`config.mk`:
```
export PLATFORM = sky130hd
export DESIGN_NAME = rtc_time_register_sequencer
export DESIGN_NICKNAME = d
export VERILOG_FILES = /design/src/hw/rtl/rtcs_pkg.sv /design/src/hw/rtl/rtcs_front.sv /design/src/hw/rtl/rtcs_queue.sv /design/src/hw/rtl/rtcs_back.sv /design/src/hw/rtl/rtc_time_register_sequencer.sv
export SDC_FILE = /design/constraint.sdc
export NUM_CORES = 1
export LEC_CHECK = 0
export ABC_CLOCK_PERIOD_IN_PS = 7110
export BUFFER_PORTS_ARGS = -buffer_cell sky130_fd_sc_hd__buf_2
export CORE_MARGIN = 5
export CORE_UTILIZATION = 62
export CTS_CLUSTER_DIAMETER = 200
export DETAILED_ROUTE_END_ITERATION = 7
export GPL_ROUTABILITY_DRIVEN = 1
export PLACE_DENSITY_LB_ADDON = 0.12
export SYNTH_ARGS = -nofsm -noshare
export SYNTH_HDL_FRONTEND = slang
export SYNTH_SLANG_ARGS = --single-unit
```
`constraint.sdc`:
```
create_clock -name clk -period 7.11 [get_ports clk]
set_input_delay 0.711 -clock clk [delete_from_list [all_inputs] [get_ports clk]]
set_output_delay 0.711 -clock clk [all_outputs]
set_load 0.005 [all_outputs]
```
`src/hw/rtl/rtcs_pkg.sv`:
```
package rtcs_pkg;

  // Command codes carried on the opcode field.
  localparam logic [2:0] OP_READ_TIME       = 3'd0;
  localparam logic [2:0] OP_SET_TIME        = 3'd1;
  localparam logic [2:0] OP_START           = 3'd2;
  localparam logic [2:0] OP_START_IF_HALTED = 3'd3;
  localparam logic [2:0] OP_QUERY           = 3'd4;
  localparam logic [2:0] OP_REPLY           = 3'd5;

  // Result kinds.
  localparam logic [1:0] K_WRITE  = 2'd0;
  localparam logic [1:0] K_READ   = 2'd1;
  localparam logic [1:0] K_REPORT = 2'd2;
  localparam logic [1:0] K_STATUS = 2'd3;

  // Device command bytes; the low bit selects a read.
  localparam logic [7:0] REG_SEC_WR  = 8'h80;
  localparam logic [7:0] REG_SEC_RD  = 8'h81;
  localparam logic [7:0] REG_MIN_WR  = 8'h82;
  localparam logic [7:0] REG_MIN_RD  = 8'h83;
  localparam logic [7:0] REG_HOUR_WR = 8'h84;
  localparam logic [7:0] REG_HOUR_RD = 8'h85;
  localparam logic [7:0] REG_DAY_WR  = 8'h86;
  localparam logic [7:0] REG_DAY_RD  = 8'h87;
  localparam logic [7:0] REG_MON_WR  = 8'h88;
  localparam logic [7:0] REG_MON_RD  = 8'h89;
  localparam logic [7:0] REG_WDAY_WR = 8'h8A;
  localparam logic [7:0] REG_YEAR_WR = 8'h8C;
  localparam logic [7:0] REG_YEAR_RD = 8'h8D;
  localparam logic [7:0] REG_WP_WR   = 8'h8E;

  localparam logic [7:0] WP_OFF   = 8'h00;
  localparam logic [7:0] WP_ON    = 8'h80;
  localparam logic [7:0] WDAY_VAL = 8'h01;

  localparam logic [11:0] YEAR_BASE = 12'd2000;
  localparam logic [15:0] YEAR_MIN  = 16'd2000;
  localparam logic [15:0] YEAR_MAX  = 16'd2099;

  localparam int QUEUE_DEPTH_DEF = 2;
  localparam int STEP_W          = 4;

  typedef enum logic [4:0] {
    JOB_STATUS = 5'b00001,
    JOB_READ   = 5'b00010,
    JOB_REPORT = 5'b00100,
    JOB_START  = 5'b01000,
    JOB_SET    = 5'b10000
  } job_kind_t;

  // One classified command, handed from the front end to the back end.
  typedef struct packed {
    job_kind_t   kind;
    logic        ok;
    logic        running;
    logic        has_write;
    logic [7:0]  addr;
    logic [7:0]  wr_data;
    logic [7:0]  sec_bcd;
    logic [7:0]  min_bcd;
    logic [7:0]  hour_bcd;
    logic [7:0]  day_bcd;
    logic [7:0]  mon_bcd;
    logic [7:0]  year_bcd;
    logic [6:0]  second;
    logic [6:0]  minute;
    logic [5:0]  hour;
    logic [5:0]  day;
    logic [4:0]  month;
    logic [11:0] year;
  } job_t;

  typedef struct packed {
    logic [1:0]  kind;
    logic [7:0]  bus_command;
    logic [7:0]  bus_data;
    logic [6:0]  second;
    logic [6:0]  minute;
    logic [5:0]  hour;
    logic [5:0]  day;
    logic [4:0]  month;
    logic [11:0] year;
    logic        ok;
    logic        running;
    logic        last;
  } result_t;

  // Read command for the register at position idx of the read-time sequence.
  function automatic logic [7:0] rd_addr(input logic [2:0] idx);
    logic [7:0] a;
    case (idx)
      3'd0:    a = REG_SEC_RD;
      3'd1:    a = REG_MIN_RD;
      3'd2:    a = REG_HOUR_RD;
      3'd3:    a = REG_DAY_RD;
      3'd4:    a = REG_MON_RD;
      default: a = REG_YEAR_RD;
    endcase
    return a;
  endfunction

  // Binary 0..99 to packed BCD; tens come from a multiply by 205/2048.
  function automatic logic [7:0] bin_to_bcd(input logic [6:0] v);
    logic [14:0] prod;
    logic [3:0]  tens;
    logic [6:0]  ones;
    prod = 15'(v) * 15'd205;
    tens = prod[14:11];
    ones = v - ({tens, 3'b000} + {2'b00, tens, 1'b0});
    return {tens, ones[3:0]};
  endfunction

  // Packed BCD to binary; digits above nine decode as high*10+low.
  function automatic logic [7:0] bcd_to_bin(input logic [7:0] v);
    return 8'({v[7:4], 3'b000}) + 8'({v[7:4], 1'b0}) + 8'(v[3:0]);
  endfunction

endpackage

```
`src/hw/rtl/rtcs_front.sv`:
```
module rtcs_front
  import rtcs_pkg::*;
(
  input  logic        clk,
  input  logic        rst_n,
  input  logic        in_valid,
  input  logic        q_ready,
  input  logic [2:0]  in_opcode,
  input  logic [15:0] in_set_year,
  input  logic [7:0]  in_set_month,
  input  logic [7:0]  in_set_day,
  input  logic [7:0]  in_set_hour,
  input  logic [7:0]  in_set_minute,
  input  logic [7:0]  in_set_second,
  input  logic [7:0]  in_reply_byte,
  output logic        push,
  output job_t        job
);

  typedef enum logic [4:0] {
    PEND_NONE     = 5'b00001,
    PEND_READ     = 5'b00010,
    PEND_START    = 5'b00100,
    PEND_START_IF = 5'b01000,
    PEND_QUERY    = 5'b10000
  } pend_t;

  pend_t      pend_r, pend_nxt;
  logic [2:0] idx_r, idx_nxt;
  logic [6:0] sec_r, sec_nxt;
  logic [6:0] min_r, min_nxt;
  logic [5:0] hour_r, hour_nxt;
  logic [5:0] day_r, day_nxt;
  logic [4:0] mon_r, mon_nxt;

  logic        range_ok;
  logic [6:0]  year_off;
  logic [7:0]  d_sec, d_min, d_hour, d_day, d_mon;

  assign push = in_valid && q_ready;

  // Only meaningful once the range check has passed, so the year is 2000..2099.
  assign year_off = 7'(in_set_year - YEAR_MIN);
  assign range_ok = (in_set_year >= YEAR_MIN) && (in_set_year <= YEAR_MAX) &&
                    (in_set_month >= 8'd1) && (in_set_month <= 8'd12) &&
                    (in_set_day >= 8'd1) && (in_set_day <= 8'd31) &&
                    (in_set_hour <= 8'd23) && (in_set_minute <= 8'd59) &&
                    (in_set_second <= 8'd59);

  assign d_sec  = bcd_to_bin({1'b0, sec_r});
  assign d_min  = bcd_to_bin({1'b0, min_r});
  assign d_hour = bcd_to_bin({2'b00, hour_r});
  assign d_day  = bcd_to_bin({2'b00, day_r});
  assign d_mon  = bcd_to_bin({3'b000, mon_r});

  always_comb begin
    pend_nxt = pend_r;
    idx_nxt  = idx_r;
    sec_nxt  = sec_r;
    min_nxt  = min_r;
    hour_nxt = hour_r;
    day_nxt  = day_r;
    mon_nxt  = mon_r;
    job      = '0;
    job.kind = JOB_STATUS;
    if (in_opcode == OP_REPLY) begin
      unique case (pend_r)
        PEND_READ: begin
          if (idx_r < 3'd5) begin
            job.kind = JOB_READ;
            job.addr = rd_addr(idx_r + 3'd1);
            idx_nxt  = idx_r + 3'd1;
            case (idx_r)
              3'd0:    sec_nxt  = in_reply_byte[6:0];
              3'd1:    min_nxt  = in_reply_byte[6:0];
              3'd2:    hour_nxt = in_reply_byte[5:0];
              3'd3:    day_nxt  = in_reply_byte[5:0];
              default: mon_nxt  = in_reply_byte[4:0];
            endcase
          end else begin
            job.kind   = JOB_REPORT;
            job.second = d_sec[6:0];
            job.minute = d_min[6:0];
            job.hour   = d_hour[5:0];
            job.day    = d_day[5:0];
            job.month  = d_mon[4:0];
            job.year   = YEAR_BASE + 12'(bcd_to_bin(in_reply_byte));
            job.ok     = (d_mon >= 8'd1) && (d_mon <= 8'd12) && (d_day >= 8'd1) &&
                         (d_day <= 8'd31) && (d_hour <= 8'd23) && (d_min <= 8'd59) &&
                         (d_sec <= 8'd59);
            pend_nxt   = PEND_NONE;
            idx_nxt    = 3'd0;
          end
        end
        PEND_START: begin
          job.kind      = JOB_START;
          job.has_write = 1'b1;
          job.wr_data   = {1'b0, in_reply_byte[6:0]};
          job.ok        = 1'b1;
          pend_nxt      = PEND_NONE;
        end
        PEND_START_IF: begin
          job.kind      = JOB_START;
          job.has_write = in_reply_byte[7];
          job.wr_data   = {1'b0, in_reply_byte[6:0]};
          job.ok        = 1'b1;
          job.running   = !in_reply_byte[7];
          pend_nxt      = PEND_NONE;
        end
        PEND_QUERY: begin
          job.ok      = 1'b1;
          job.running = !in_reply_byte[7];
          pend_nxt    = PEND_NONE;
        end
        default: begin
          pend_nxt = PEND_NONE;
        end
      endcase
    end else if (in_opcode > OP_REPLY || pend_r != PEND_NONE) begin
      job.kind = JOB_STATUS;
    end else if (in_opcode == OP_SET_TIME) begin
      if (range_ok) begin
        job.kind     = JOB_SET;
        job.ok       = 1'b1;
        job.sec_bcd  = bin_to_bcd(in_set_second[6:0]);
        job.min_bcd  = bin_to_bcd(in_set_minute[6:0]);
        job.hour_bcd = bin_to_bcd(in_set_hour[6:0]);
        job.day_bcd  = bin_to_bcd(in_set_day[6:0]);
        job.mon_bcd  = bin_to_bcd(in_set_month[6:0]);
        job.year_bcd = bin_to_bcd(year_off);
      end
    end else begin
      job.kind = JOB_READ;
      job.addr = REG_SEC_RD;
      idx_nxt  = 3'd0;
      case (in_opcode)
        OP_START:           pend_nxt = PEND_START;
        OP_START_IF_HALTED: pend_nxt = PEND_START_IF;
        OP_QUERY:           pend_nxt = PEND_QUERY;
        default:            pend_nxt = PEND_READ;
      endcase
    end
  end

  always_ff @(posedge clk) begin
    if (!rst_n) begin
      pend_r <= PEND_NONE;
      idx_r  <= 3'd0;
      sec_r  <= '0;
      min_r  <= '0;
      hour_r <= '0;
      day_r  <= '0;
      mon_r  <= '0;
    end else if (push) begin
      pend_r <= pend_nxt;
      idx_r  <= idx_nxt;
      sec_r  <= sec_nxt;
      min_r  <= min_nxt;
      hour_r <= hour_nxt;
      day_r  <= day_nxt;
      mon_r  <= mon_nxt;
    end
  end

endmodule

```
`src/hw/rtl/rtcs_queue.sv`:
```
module rtcs_queue
  import rtcs_pkg::*;
#(
  parameter int DEPTH = QUEUE_DEPTH_DEF
) (
  input  logic clk,
  input  logic rst_n,
  input  logic push,
  input  job_t push_job,
  output logic can_push,
  input  logic pop,
  output logic head_valid,
  output job_t head_job
);

  localparam int AW = $clog2(DEPTH);
  localparam int CW = $clog2(DEPTH + 1);
  localparam logic [AW-1:0] LAST_SLOT = AW'(DEPTH - 1);
  localparam logic [CW-1:0] FULL_CNT  = CW'(DEPTH);

  job_t          slots_r [DEPTH];
  logic [AW-1:0] wr_ptr_r, rd_ptr_r;
  logic [CW-1:0] count_r;

  assign can_push   = (count_r != FULL_CNT);
  assign head_valid = (count_r != '0);
  assign head_job   = slots_r[rd_ptr_r];

  always_ff @(posedge clk) begin
    if (push) begin
      slots_r[wr_ptr_r] <= push_job;
    end
  end

  always_ff @(posedge clk) begin
    if (!rst_n) begin
      wr_ptr_r <= '0;
      rd_ptr_r <= '0;
      count_r  <= '0;
    end else begin
      if (push) begin
        wr_ptr_r <= (wr_ptr_r == LAST_SLOT) ? '0 : wr_ptr_r + AW'(1);
      end
      if (pop) begin
        rd_ptr_r <= (rd_ptr_r == LAST_SLOT) ? '0 : rd_ptr_r + AW'(1);
      end
      if (push && !pop) begin
        count_r <= count_r + CW'(1);
      end else if (pop && !push) begin
        count_r <= count_r - CW'(1);
      end
    end
  end

endmodule

```
`src/hw/rtl/rtcs_back.sv`:
```
module rtcs_back
  import rtcs_pkg::*;
(
  input  logic    clk,
  input  logic    rst_n,
  input  logic    head_valid,
  input  job_t    head_job,
  output logic    pop,
  input  logic    out_ready,
  output logic    out_valid,
  output result_t out_res
);

  logic [STEP_W-1:0] step_r;
  logic [STEP_W-1:0] final_step;
  logic              is_final;
  logic              load;
  logic              out_valid_r;
  result_t           out_res_r;
  result_t           res;

  always_comb begin
    case (head_job.kind)
      JOB_SET:   final_step = STEP_W'(9);
      JOB_START: final_step = head_job.has_write ? STEP_W'(1) : STEP_W'(0);
      default:   final_step = STEP_W'(0);
    endcase
  end

  assign is_final = (step_r == final_step);
  assign load     = head_valid && (!out_valid_r || out_ready);
  assign pop      = load && is_final;

  always_comb begin
    res      = '0;
    res.kind = K_STATUS;
    unique case (head_job.kind)
      JOB_STATUS: begin
        res.ok      = head_job.ok;
        res.running = head_job.running;
      end
      JOB_READ: begin
        res.kind        = K_READ;
        res.bus_command = head_job.addr;
      end
      JOB_REPORT: begin
        res.kind   = K_REPORT;
        res.second = head_job.second;
        res.minute = head_job.minute;
        res.hour   = head_job.hour;
        res.day    = head_job.day;
        res.month  = head_job.month;
        res.year   = head_job.year;
        res.ok     = head_job.ok;
      end
      JOB_START: begin
        if (head_job.has_write && step_r == '0) begin
          res.kind        = K_WRITE;
          res.bus_command = REG_SEC_WR;
          res.bus_data    = head_job.wr_data;
        end else begin
          res.ok      = head_job.ok;
          res.running = head_job.running;
        end
      end
      JOB_SET: begin
        res.kind = K_WRITE;
        case (step_r)
          STEP_W'(0): begin
            res.bus_command = REG_WP_WR;
            res.bus_data    = WP_OFF;
          end
          STEP_W'(1): begin
            res.bus_command = REG_SEC_WR;
            res.bus_data    = {1'b0, head_job.sec_bcd[6:0]};
          end
          STEP_W'(2): begin
            res.bus_command = REG_MIN_WR;
            res.bus_data    = head_job.min_bcd;
          end
          STEP_W'(3): begin
            res.bus_command = REG_HOUR_WR;
            res.bus_data    = head_job.hour_bcd;
          end
          STEP_W'(4): begin
            res.bus_command = REG_DAY_WR;
            res.bus_data    = head_job.day_bcd;
          end
          STEP_W'(5): begin
            res.bus_command = REG_MON_WR;
            res.bus_data    = head_job.mon_bcd;
          end
          STEP_W'(6): begin
            res.bus_command = REG_WDAY_WR;
            res.bus_data    = WDAY_VAL;
          end
          STEP_W'(7): begin
            res.bus_command = REG_YEAR_WR;
            res.bus_data    = head_job.year_bcd;
          end
          STEP_W'(8): begin
            res.bus_command = REG_WP_WR;
            res.bus_data    = WP_ON;
          end
          default: begin
            res.kind = K_STATUS;
            res.ok   = 1'b1;
          end
        endcase
      end
      default: begin
        res.kind = K_STATUS;
      end
    endcase
    res.last = is_final;
  end

  always_ff @(posedge clk) begin
    if (!rst_n) begin
      out_valid_r <= 1'b0;
      step_r      <= '0;
    end else if (load) begin
      out_valid_r <= 1'b1;
      step_r      <= is_final ? '0 : step_r + STEP_W'(1);
    end else if (out_ready) begin
      out_valid_r <= 1'b0;
    end
  end

  always_ff @(posedge clk) begin
    if (load) begin
      out_res_r <= res;
    end
  end

  assign out_valid = out_valid_r;
  assign out_res   = out_res_r;

endmodule

```
`src/hw/rtl/rtc_time_register_sequencer.sv`:
```
// Channel   Direction  Handshake             Contents
// in_*      input      in_valid / in_ready   one request: opcode, set-time fields, reply byte
// out_*     output     out_valid / out_ready one result: bus write, bus read, report or status
//
// The front end takes one request per cycle while the job queue has room; it
// is accepted at an edge where in_valid and in_ready are both high.
// The back end sends one result per cycle while a job is queued and out_ready
// is high: one result for most requests, two for a start that writes, ten for
// set time. With the queue empty and the output free, an accepted request goes
// into the queue, then its first result is loaded into the output register.
// Reset (rst_n low, synchronous) empties the queue and the output register and
// clears the pending read; out_ready low holds the output and backs up the queue.
module rtc_time_register_sequencer
  import rtcs_pkg::*;
#(
  parameter int QUEUE_DEPTH = QUEUE_DEPTH_DEF
) (
  input  logic        clk,
  input  logic        rst_n,
  input  logic        in_valid,
  output logic        in_ready,
  input  logic [2:0]  in_opcode,
  input  logic [15:0] in_set_year,
  input  logic [7:0]  in_set_month,
  input  logic [7:0]  in_set_day,
  input  logic [7:0]  in_set_hour,
  input  logic [7:0]  in_set_minute,
  input  logic [7:0]  in_set_second,
  input  logic [7:0]  in_reply_byte,
  output logic        out_valid,
  input  logic        out_ready,
  output logic [1:0]  out_kind,
  output logic [7:0]  out_bus_command,
  output logic [7:0]  out_bus_data,
  output logic [6:0]  out_second,
  output logic [6:0]  out_minute,
  output logic [5:0]  out_hour,
  output logic [5:0]  out_day,
  output logic [4:0]  out_month,
  output logic [11:0] out_year,
  output logic        out_ok,
  output logic        out_running,
  output logic        out_last
);

  // The front end classifies each request against the pending-read state and
  // folds in all arithmetic (range checks, BCD conversion, report decoding),
  // so a queued job carries everything the back end needs to expand it.
  logic    push;
  logic    can_push;
  job_t    push_job;
  logic    head_valid;
  job_t    head_job;
  logic    pop;
  result_t res;

  assign in_ready = can_push;

  rtcs_front u_front (
    .clk           (clk),
    .rst_n         (rst_n),
    .in_valid      (in_valid),
    .q_ready       (can_push),
    .in_opcode     (in_opcode),
    .in_set_year   (in_set_year),
    .in_set_month  (in_set_month),
    .in_set_day    (in_set_day),
    .in_set_hour   (in_set_hour),
    .in_set_minute (in_set_minute),
    .in_set_second (in_set_second),
    .in_reply_byte (in_reply_byte),
    .push          (push),
    .job           (push_job)
  );

  // The queue lets the front end keep taking requests while the back end is
  // still stepping through a long write sequence or waiting on out_ready.
  rtcs_queue #(
    .DEPTH (QUEUE_DEPTH)
  ) u_queue (
    .clk        (clk),
    .rst_n      (rst_n),
    .push       (push),
    .push_job   (push_job),
    .can_push   (can_push),
    .pop        (pop),
    .head_valid (head_valid),
    .head_job   (head_job)
  );

  // The back end steps a counter across the head job, one result per cycle while
  // out_ready allows, and pops the job together with its last result.
  rtcs_back u_back (
    .clk        (clk),
    .rst_n      (rst_n),
    .head_valid (head_valid),
    .head_job   (head_job),
    .pop        (pop),
    .out_ready  (out_ready),
    .out_valid  (out_valid),
    .out_res    (res)
  );

  assign out_kind        = res.kind;
  assign out_bus_command = res.bus_command;
  assign out_bus_data    = res.bus_data;
  assign out_second      = res.second;
  assign out_minute      = res.minute;
  assign out_hour        = res.hour;
  assign out_day         = res.day;
  assign out_month       = res.month;
  assign out_year        = res.year;
  assign out_ok          = res.ok;
  assign out_running     = res.running;
  assign out_last        = res.last;

endmodule

```
==> reports/qor.yml, run 1 <==
timing:
  slew_headroom: 0.2497
  rsz0062_at_grt: "no"
  setup_viol: 0
  final-max-slew-violation-count: 0
  tightest_slew_ns: 1.125
  hold_violations: 0
  setup_tns_ns: 0
  fin_crit_ns: 5.902
  max_freq_mhz: 169.4
  fin_skew_ns: 0.01465
  timing.final.ws_setup_ns: 1.208
  finalCritPeriodShare: 0.8300
final_layout:
  final_layout_size_suffix_gt1_frac: 0.1184
  syn2layout_area_growth_pct: 10.83
  final_common_cell: "ha_1"
  antenna_cells: 0
  final_cell_mix: "ha_1 (286), edfxtp_1 (279), inv_1 (176)"
  utilization: 0.6999
  layout.nets: 2302
  fill_cells: 2392
clock_network:
  worstSkewPairLatency_ns: 0.51
  clockBufferDepth: 3
  tritoncts: "done"
  cts_resized: 0
  clk_pin_slew_worst_paths_ns: 0.06
  root_buffer: "clkbuf_16"
  h-tree-depth: 2
  cts_hold_buf: 0
  cts_buffers: 34
  cts.sinks: 328
  cts_setup_buffers: 0
global_route:
  antenna_found_initial: 0
  first_global_vias: 13370
  grt_use_total: 0.2323
  grt_pass1_wl_um: 68670
  grt-ovfl-total: 0
  grt_max_degree: 82
synthesis:
  async_flop_share: 0
  ys_ff_latch: 328
  synth-main-ff-cell: "edfxtp_1"
  synth_top_family_by_area: "adder cells"
  synthXorXnorAreaFrac: 0.02617
  synth_mux_area_frac: 0.06434
  yosys_warnings: 0
  synth.distinct_cells: 78
  syn_area_um2: 20650
  netlist_instances: 1758
  seq_area_frac_synth: 0.4532
  synth_compound_area_frac: 0.07240
  syn_avg_cell_area_um2: 11.75
  synth-edff-count: 279
  synthSimpleGateAreaFrac: 0.1165
  synthAdderAreaFrac: 0.2246
floorplanning:
  start_util: 0.6315
  pin_count: 137
  die_area_um2: 37060
  core-area_um2: 32700
  std_cell_rows: 66
  dieHeight_um: 192.5
  die_x_um: 192.5
worst_setup_path:
  critPathKind: "input port to register"
  slowest_delay_ns: 0.52
  r2r_slack_ns: 3.26
  path_max_fanout: 5
  cp_top_family: "adder cells"
  required_ns: 7.43
  cp_slowest_cell: "fa_1"
  startpoint_type: "input port"
  cp.arrival_ns: 6.22
  crit_top_cell: "ha_1"
  worstPathCellList: "buf_2 -> inv_1 -> ha_1 -> xnor2_1 -> ha_1 -> ha_1 -> fa_1 -> inv_1 -> fa_1 -> inv_1 -> ha_1 -> a21oi_1 -> a211oi_1 -> o21a_1 -> nand2_1 -> a21oi_1 -> ha_1 -> nor3b_1 -> nor3b_1 -> a211oi_1 -> nand3_1 -> a211o_1 -> a21oi_1"
  crit_buf_inv: 4
  cp-end-kind: "register"
hold_path:
  hp-class: "register to register"
routing:
  via_count: 13450
  remaining_drc_errors: 0
  drt_iter0_markers: 945
  viasPerCell: 5.703
  routed_wl_um: 42570
  wl_per_cell_um: 18.05
  ant_nets: 0
  dr.pass1.iters: 5
power:
  peakVddDrop_mv: 0.2826
  switching_share: 0.3157
  leakagePower_nw: 10.00
  power_frac_comb: 0.326
  power_frac_seq: 0.403
  switching_power_mw: 2.076
  power_density_nw_per_um2: 287.3
  internal_power_mw: 4.501
  p_clk_frac: 0.271
placed_design:
  pre_cts_slack_ns: 0.8513
  dp_hpwl_um: 31920
  port_buffers: 133
  place_congestion: 0.8700
run:
  drv_cap: 0
outcome:
  status: "finished, final reports clean"
Yosys cell counts (5+ instances only):
cell type / n / area share
ha_1: 286 / 0.17
edfxtp_1: 279 / 0.41
inv_1: 177 / 0.032
nor2_1: 149 / 0.027
mux2i_1: 126 / 0.061
nand2_1: 56 / 0.010
fa_1: 53 / 0.051
a21oi_1: 49 / 0.012
dfxtp_1: 49 / 0.047
and2_1: 48 / 0.015
nor3_1: 36 / 0.0087
nand3_1: 34 / 0.0082
o22ai_1: 31 / 0.0094
xnor2_1: 29 / 0.012
clkbuf_1: 26 / 0.0047
a21o_1: 25 / 0.0091
xor2_1: 25 / 0.011
nor3b_1: 21 / 0.0076
o21ai_0: 20 / 0.0048
nand2b_1: 17 / 0.0051
a211oi_1: 15 / 0.0055
nor2b_1: 14 / 0.0042
o21a_1: 14 / 0.0051
nand4_1: 13 / 0.0039
and3_1: 10 / 0.0030
nor4_1: 10 / 0.0030
or3_1: 10 / 0.0030
or2_2: 9 / 0.0027
buf_1: 8 / 0.0015
o211ai_1: 8 / 0.0029
a2111oi_0: 7 / 0.0030
buf_2: 6 / 0.0015
mux2_2: 6 / 0.0033
nand3b_1: 6 / 0.0022
a211o_1: 5 / 0.0021
a31oi_1: 5 / 0.0015
nor4b_1: 5 / 0.0021
logic make-up after synthesis:
logic type | after synthesis
AOI/OAI and AO/OA | 216
xor gates and xnor gates | 57
adders and majority gates | 339
buffers and inverters | 224
DFF | 328
muxes | 132
other | 1
and+or+nand+nor | 461
path summary, 6_finish.rpt:
path | from | endpoint | cells after the start
min reg2reg | u_front.hour_r[1] | u_front.hour_r[1] | 2
max reg2reg | register | u_queue.count_r[1] | 9
min | u_front.hour_r[1] | u_front.hour_r[1] | 2
max | in_set_year[4] | u_queue.slots_r[1][46] | 23
worst reg2reg max path: stages (launching register included):
cell and delay, ns:
dfxtp_4 0.78, buf_4 0.72, nor3_1 0.21, o221ai_1 0.56, nand4b_1 0.17, nand3_1 0.28
nand2_1 0.19, ha_1 0.34, or3_1 0.36, a21boi_0 0.17
metrics by stage:
stage / hold slack, ns / total power [mW] / std cells / instance area [um^2]
floorplan: 0.4317 / 4.232 / 1760 / 20660
global placement: 0.4550 / 4.767 / 2298 / 21750
detailed placement: 0.4636 / 4.844 / 2298 / 21750
CTS: 0.4732 / 6.625 / 2359 / 22890
global route: 0.4888 / 7.002 / 2359 / 22890
finish: 0.4723 / 6.577 / 2359 / 22890
power groups by stage:
| stage | Sequential (mW) | Clock [mW] | Combinational (mW) |
|---|---|---|---|
| CTS | 2.65 | 1.80 | 2.17 |
| global route | 2.68 | 1.90 | 2.42 |
| floorplan | 2.68 | 0 | 1.55 |
| detailed placement | 2.69 | 0 | 2.15 |
| finish | 2.65 | 1.78 | 2.15 |
| global placement | 2.68 | 0 | 2.09 |
per-layer routing:
layer  up-vias  wire (um)  global-route usage  part of all wire
li1       6619          -                   -                 -
met1      6424      18880              0.3220              0.44
met2       347      20690              0.3976              0.49
met3        63       2198             0.02931             0.052
met4         0        805             0.04827             0.019
met5         -          0                   0                 0
flip-flops by register name, indices dropped and copies added, names as in the netlist, named ones only:
name	count
u_queue.slots_r	218
u_back.out_res	61
u_front.min_r	7
u_front.sec_r	7
u_front.day_r	6
u_front.hour_r	6
u_front.mon_r	5
u_front.pend_r	5
u_back.step_r	4
u_front.idx_r	3
u_queue.count_r	2
u_back.out_valid	1
u_queue.rd_ptr_r	1
u_queue.wr_ptr_r	1
layout make-up:
class | count | area (um^2) | share of cell area
multi-input combinational | 1208 | 10430 | 0.4559
sequential | 328 | 9363 | 0.4091
clock buffer | 51 | 1006 | 0.04395
timing repair buffer | 141 | 725.7 | 0.03171
inverter | 179 | 676.9 | 0.02957
tap | 442 | 553.0 | 0.02416
clock inverter | 10 | 130.1 | 0.005685
Power figures use the tool's default switching activity.
==> inputs of run 2 (changes only) <==
- ABC_CLOCK_PERIOD_IN_PS: 7110 -> 5300
- CORE_UTILIZATION: 62 -> 56
- clock period: 7.11 -> 5.3 ns (I/O delays scaled with it)
==> run 2 against run 1 <==
Final cell count rose by 2.4%. Routed wire length rose by 0.73%. Global-route usage shrank 2.2 points. First-iteration DRC count is 14% lower. Hold slack got worse by 0.11 ns. Clock skew increased by 0.013 ns. Total power is 33% higher. Die area increased by 10%. Design area is 1.2% higher. Sequential cell count stayed put. Count of clock-buffer cells in the layout shrank 6. Critical endpoint is now u_queue.slots_r[0][46]. Largest cell class unchanged. Highest routed layer unchanged.
==> reports/qor.yml, run 2 (synthesis results as in run 1) <==
run:
  drv_cap: 0  # unchanged
global_route:
  grt_use_met3: 0.02150  # -0.007807
  antenna_found_initial: 0  # unchanged
  gr-max-usage-layer: "met2"
  grt_use_total: 0.2098  # -0.02250
  grt-ovfl-total: 0  # unchanged
  grt_pass1_wl_um: 70390  # +2.5%
  met2_usage: 0.3762  # -0.02140
  first_global_vias: 13840  # +3.5%
  grt.met1_usage: 0.2766  # -0.04540
  grt_max_degree: 71  # -13%
final_layout:
  final_layout_size_suffix_gt1_frac: 0.1376  # +0.01916
  antenna_cells: 0  # unchanged
  fill_cells: 2926  # +22%
  syn2layout_area_growth_pct: 12.16
  regMostFlops: "u_queue.slots_r"
  final_area_um2: 23160  # +1.2%
  final_cell_mix: "ha_1 (283), edfxtp_1 (279), inv_1 (176)"
  fin_cells: 2416  # +2.4%
  largest_register_ffs: 218  # unchanged
  final_common_cell: "ha_1"
  layout.nets: 2335  # +1.4%
placed_design:
  place_congestion: 0.8644  # -0.64%
  port_buffers: 133  # unchanged
  dpl_cell_area_um2: 22030  # +1.3%
  place_inst: 2356  # +2.5%
  dp_hpwl_um: 32380  # +1.4%
worst_setup_path:
  worstPathCellList: "buf_2 -> inv_1 -> ha_4 -> xnor2_2 -> ha_1 -> ha_1 -> fa_1 -> inv_1 -> fa_1 -> inv_1 -> ha_1 -> a21oi_1 -> a211oi_2 -> o21a_1 -> nand2_1 -> a21oi_2 -> ha_1 -> nor3b_4 -> nor3b_2 -> mux2i_1 -> a21o_1 -> a211o_1 -> a21oi_2"
  r2r_cells: 9  # unchanged
  cp_top_family: "adder cells"
  r2r_slack_ns: 1.60  # -1.66 ns
  slowest_delay_ns: 0.50  # -0.02 ns
  required_ns: 5.65  # -1.78 ns
  cp-end-kind: "register"
  crit_buf_inv: 4  # unchanged
  critPathKind: "input port to register"
  rr_endpoint: "u_queue.count_r[1]"
  crit_top_cell: "ha_1"
  cp_slowest_cell: "fa_1"
  path_max_fanout: 4  # -1
  cp.arrival_ns: 5.39  # -0.83 ns
  startpoint_type: "input port"
timing:
  fin_crit_ns: 5.045
  finalCritPeriodShare: 0.9520
  setup_viol: 0  # unchanged
  holdWs_ns: 0.3654  # -0.1068 ns
  slew_headroom: 0.3383  # +0.08854
  fin_skew_ns: 0.02758  # +0.01293 ns
  max_freq_mhz: 198.2
  tightest_slew_ns: 0.9926  # -0.1328 ns
  hold_violations: 0  # unchanged
  final-max-slew-violation-count: 0  # unchanged
clock_network:
  clockBufferDepth: 3  # unchanged
  cts_setup_buffers: 0  # unchanged
  clk_pin_slew_worst_paths_ns: 0.06  # about the same
  cts_resized: 0  # unchanged
  root_buffer: "clkbuf_16"
  cts_buffers: 35  # +2.9%
  h-tree-depth: 2  # unchanged
  cts_hold_buf: 0  # unchanged
  cts.sinks: 328  # unchanged
  worstSkewPairLatency_ns: 0.51  # about the same
  tritoncts: "done"
hold_path:
  hp-class: "input port to register"
  min_delay_worst_endpoint: "u_front.pend_r[0]"
  holdPathStages: 2  # unchanged
  hold_start: "rst_n"
outcome:
  status: "finished, final reports clean"
floorplanning:
  start_util: 0.5655  # -0.06608
  dieHeight_um: 202.0  # +5.0%
  core-area_um2: 36520  # +12%
  die_x_um: 202.0  # +5.0%
  std_cell_rows: 70  # +6.1%
  pin_count: 137  # unchanged
  die_area_um2: 40820  # +10%
routing:
  dr.pass1.iters: 7  # +2
  via_count: 13530  # +0.58%
  ant_nets: 0  # unchanged
  routed_wl_um: 42880  # +0.73%
  wl_per_cell_um: 17.75  # -1.6%
  drt_iter0_markers: 809  # -14%
  viasPerCell: 5.601  # -1.8%
  remaining_drc_errors: 0  # unchanged
power:
  power_frac_seq: 0.405  # +0.002
  total_power_mw: 8.774  # +33%
  switching_share: 0.3190  # +0.003354
  switching_power_mw: 2.799  # +35%
  power_frac_comb: 0.338  # +0.012
  peakVddDrop_mv: 0.2707  # -4.2%
  internal_power_mw: 5.975  # +33%
  leakagePower_nw: 10.13  # +1.3%
  p_clk_frac: 0.257  # -0.014
  power_density_nw_per_um2: 378.8  # +32%
## run 2: changes by cell type in the layout (fill, tap and decap cells not counted), sizes merged
cell      before  now
buf          141  173
clkbuf        51   45
clkinv         6   10
clkinvlp       1    3
bufinv         3    2
## run 2: layout make-up
class	instances	area (um^2)	area share
Clock inverter	15	131.4	0.005672
Multi-Input combinational cell	1208	10520	0.4541
Clock buffer	45	923.4	0.03986
Tap cell	468	585.6	0.02528
Inverter	179	676.9	0.02922
Timing Repair Buffer	173	965.9	0.04170
Sequential cell	328	9363	0.4042
## run 2: layer usage
layer / vias up / wire (um)
met1: 6514 / 18860
met5: - / 0
li1: 6680 / -
met2: 269 / 21620
met3: 68 / 1523
met4: 0 / 879
## run 2: metrics by stage
step | util | worst slack (ns) | setup TNS [ns]
after floorplan | - | 0.01850 | 0
after global placement | 0.6032 | -0.2389 | -0.4778
after detailed placement | 0.6032 | -0.4539 | -1.346
after CTS | 0.6321 | 0.05122 | 0
after global routing | 0.6342 | -0.03433 | -0.06864
final | 0.6342 | 0.2545 | 0
## run 2: worst register-to-register path, cell delays in order, from the launching register on
cell	delay, ns
dfxtp_4	0.76
buf_4	0.70
nor3b_1	0.12
o221ai_1	0.57
nand4b_1	0.18
nand3_1	0.28
nand2_1	0.17
ha_1	0.33
or3_1	0.35
a21boi_0	0.17
## run 2: power groups by stage
stage / combinational (mW) / sequential, mW / clock (mW)
detailed placement: 2.96 / 3.61 / 0
CTS: 2.98 / 3.56 / 2.31
finish: 2.97 / 3.55 / 2.25
floorplan: 2.09 / 3.58 / 0
global route: 3.35 / 3.60 / 2.41
global placement: 2.89 / 3.60 / 0
## run 2: how the worst max path moves through the flow
stage / start / end / slack, ns / cells past startpoint
5_1_grt: in_set_year[4] / u_queue.slots_r[1][46] / -0.03 / 23
3_3_place_gp: in_set_year[4] / u_queue.slots_r[0][46] / -0.24 / 23
6_report: in_set_year[4] / u_queue.slots_r[0][46] / 0.25 / 23
2_1_floorplan: in_set_year[4] / u_queue.slots_r[0][46] / 0.02 / 22
4_1_cts: in_set_year[4] / u_queue.slots_r[0][46] / 0.05 / 23
3_5_place_dp: in_set_year[4] / u_queue.slots_r[0][46] / -0.45 / 23
==> inputs of run 3 (changes only) <==
- REMOVE_ABC_BUFFERS: default -> 1
==> run 3 against run 2 <==
Clock power is 6% higher. Sequential share of layout area down 0.21 points. Critical endpoint unchanged. Largest power group unchanged. Via count rose by 0.49%.
==> reports/qor.yml, run 3 (synthesis results as in run 1) <==
outcome:
  status: "finished, final reports clean"
global_route:
  grt_max_degree: 110  # +55%
  first_global_vias: 14020  # +1.3%
  antenna_found_initial: 0  # unchanged
  grt_pass1_wl_um: 70680  # +0.42%
  grt_use_total: 0.2115  # +0.001696
  grt-ovfl-total: 0  # unchanged
timing:
  hold_violations: 0  # unchanged
  setup_tns_ns: 0  # unchanged
  max_freq_mhz: 197.0  # -0.63%
  slew_headroom: 0.2873  # -0.05098
  finalCritPeriodShare: 0.9580  # +0.005997
  setup_viol: 0  # unchanged
  final-max-slew-violation-count: 0  # unchanged
  fin_skew_ns: 0.01618  # -0.01140 ns
  tightest_slew_ns: 1.069  # +0.07647 ns
  fin_crit_ns: 5.077  # +0.03179 ns
worst_setup_path:
  crit_top_cell: "ha_1"
  crit_start: "in_set_year[4]"
  path_max_fanout: 4  # unchanged
  cp_slowest_cell: "fa_1"
  startpoint_type: "input port"
  required_ns: 5.65  # about the same
  cp-end-kind: "register"
  worstPathCellList: "buf_2 -> inv_1 -> ha_2 -> xnor2_2 -> ha_1 -> inv_1 -> fa_1 -> inv_1 -> fa_1 -> ha_1 -> ha_1 -> buf_4 -> nand3_1 -> a211oi_2 -> o21a_1 -> nand2_1 -> a21oi_2 -> ha_1 -> nor3b_4 -> nor4_1 -> mux2i_1 -> a21o_1 -> a211o_1 -> a21oi_2"
  crit_buf_inv: 5  # +1
  critPathKind: "input port to register"
  slowest_delay_ns: 0.42  # -0.08 ns
  r2r_cells: 8  # -1
  cp_top_family: "adder cells"
  crit_cells: 24  # +4.3%
  cp.arrival_ns: 5.43  # +0.04 ns
routing:
  drt_iter0_markers: 747  # -7.7%
  ant_nets: 0  # unchanged
  via_count: 13600  # +0.49%
  dr.pass1.iters: 6  # -1
  wl_met1_um: 19000  # +0.72%
  top_layer_used: "met4"
  met2_length_um: 21610  # about the same
  met3_length_um: 1713  # +12%
  routed_wl_um: 43540  # +1.5%
  wl_per_cell_um: 17.96  # +1.2%
  viasPerCell: 5.607  # +0.11%
  remaining_drc_errors: 0  # unchanged
final_layout:
  regMostFlops: "u_queue.slots_r"
  multiInputGateArea_um2: 10490  # -0.29%
  largest_register_ffs: 218  # unchanged
  final_cell_mix: "ha_1 (285), edfxtp_1 (279), inv_1 (176)"
  fill_cells: 2884  # -1.4%
  regArea_um2: 9363  # unchanged
  final_layout_size_suffix_gt1_frac: 0.1405  # +0.002944
  syn2layout_area_growth_pct: 12.75
  layout.nets: 2342  # +0.30%
  final_common_cell: "ha_1"
  final_area_um2: 23290  # +0.53%
  antenna_cells: 0  # unchanged
clock_network:
  worstSkewPairLatency_ns: 0.51  # about the same
  clockBufferDepth: 3  # unchanged
  tritoncts: "done"
  cts_buffers: 34  # -2.9%
  root_buffer: "clkbuf_16"
  cts.sinks: 328  # unchanged
  h-tree-depth: 2  # unchanged
  clk_pin_slew_worst_paths_ns: 0.05  # about the same
hold_path:
  holdPathStages: 2  # unchanged
  hp-class: "input port to register"
  hold_start: "rst_n"
placed_design:
  port_buffers: 133  # unchanged
  dpl_cell_area_um2: 22090  # +0.27%
  dp_hpwl_um: 32740  # +1.1%
  place_congestion: 0.8746  # +1.2%
floorplanning:
  core-area_um2: 36520  # unchanged
  die_area_um2: 40820  # unchanged
  dieHeight_um: 202.0  # unchanged
  start_util: 0.5655  # unchanged
  die_x_um: 202.0  # unchanged
  pin_count: 137  # unchanged
  std_cell_rows: 70  # unchanged
power:
  leakagePower_nw: 10.21  # +0.83%
  power_density_nw_per_um2: 384.2  # +1.4%
  peakVddDrop_mv: 0.2550  # -5.8%
  total_power_mw: 8.947  # +2.0%
run:
  drv_cap: 0  # unchanged
-- run 3: per-stage QoR --
stage / cells / util / hold WS, ns / worst slack [ns]
2_1_floorplan: 1715 / - / 0.4317 / -0.9205
3_3_place_gp: 2363 / 0.6048 / 0.4485 / -0.3373
3_5_place_dp: 2363 / 0.6048 / 0.4492 / -0.6133
4_1_cts: 2424 / 0.6362 / 0.3517 / 0.09072
5_1_grt: 2425 / 0.6376 / 0.3601 / -0.05387
6_report: 2425 / 0.6376 / 0.3529 / 0.2228
-- run 3: area by class of cell --
cell class / instances / share of cell area
clock buffer: 49 / 0.04299
clock inverter: 12 / 0.005749
sequential: 328 / 0.4021
inverter: 179 / 0.02907
tap: 468 / 0.02515
multi-input combinational: 1208 / 0.4504
timing repair buffer: 181 / 0.04460
-- run 3: path summary, 6_finish.rpt --
check,slack (ns),to
worst max-delay path,0.22,u_queue.slots_r[0][46]
worst min-delay path,0.35,u_front.pend_r[0]
worst max register to register,1.64,u_queue.count_r[1]
worst min register to register,0.46,u_front.hour_r[0]
-- run 3: where the power goes --
group | internal, mW | total [mW] | switching [mW]
registers | 3.37 | 3.55 | 0.181
logic | 1.30 | 3.01 | 1.72
clock network | 1.46 | 2.39 | 0.928
total | 6.12 | 8.95 | 2.82
-- run 3: routing by layer --
layer	global-route usage	vias up
met4	0.05811	0
met3	0.02663	72
met2	0.3732	282
li1	-	6703
met1	0.2765	6540
met5	0	-
-- run 3: repair_timing --
action | CTS | global route
pin swaps | 0 | 4
setup endpoints to repair | 2 | 4
setup buffers | 0 | 1
hold buffers | 0 | 0
resized for setup | 2 | 9
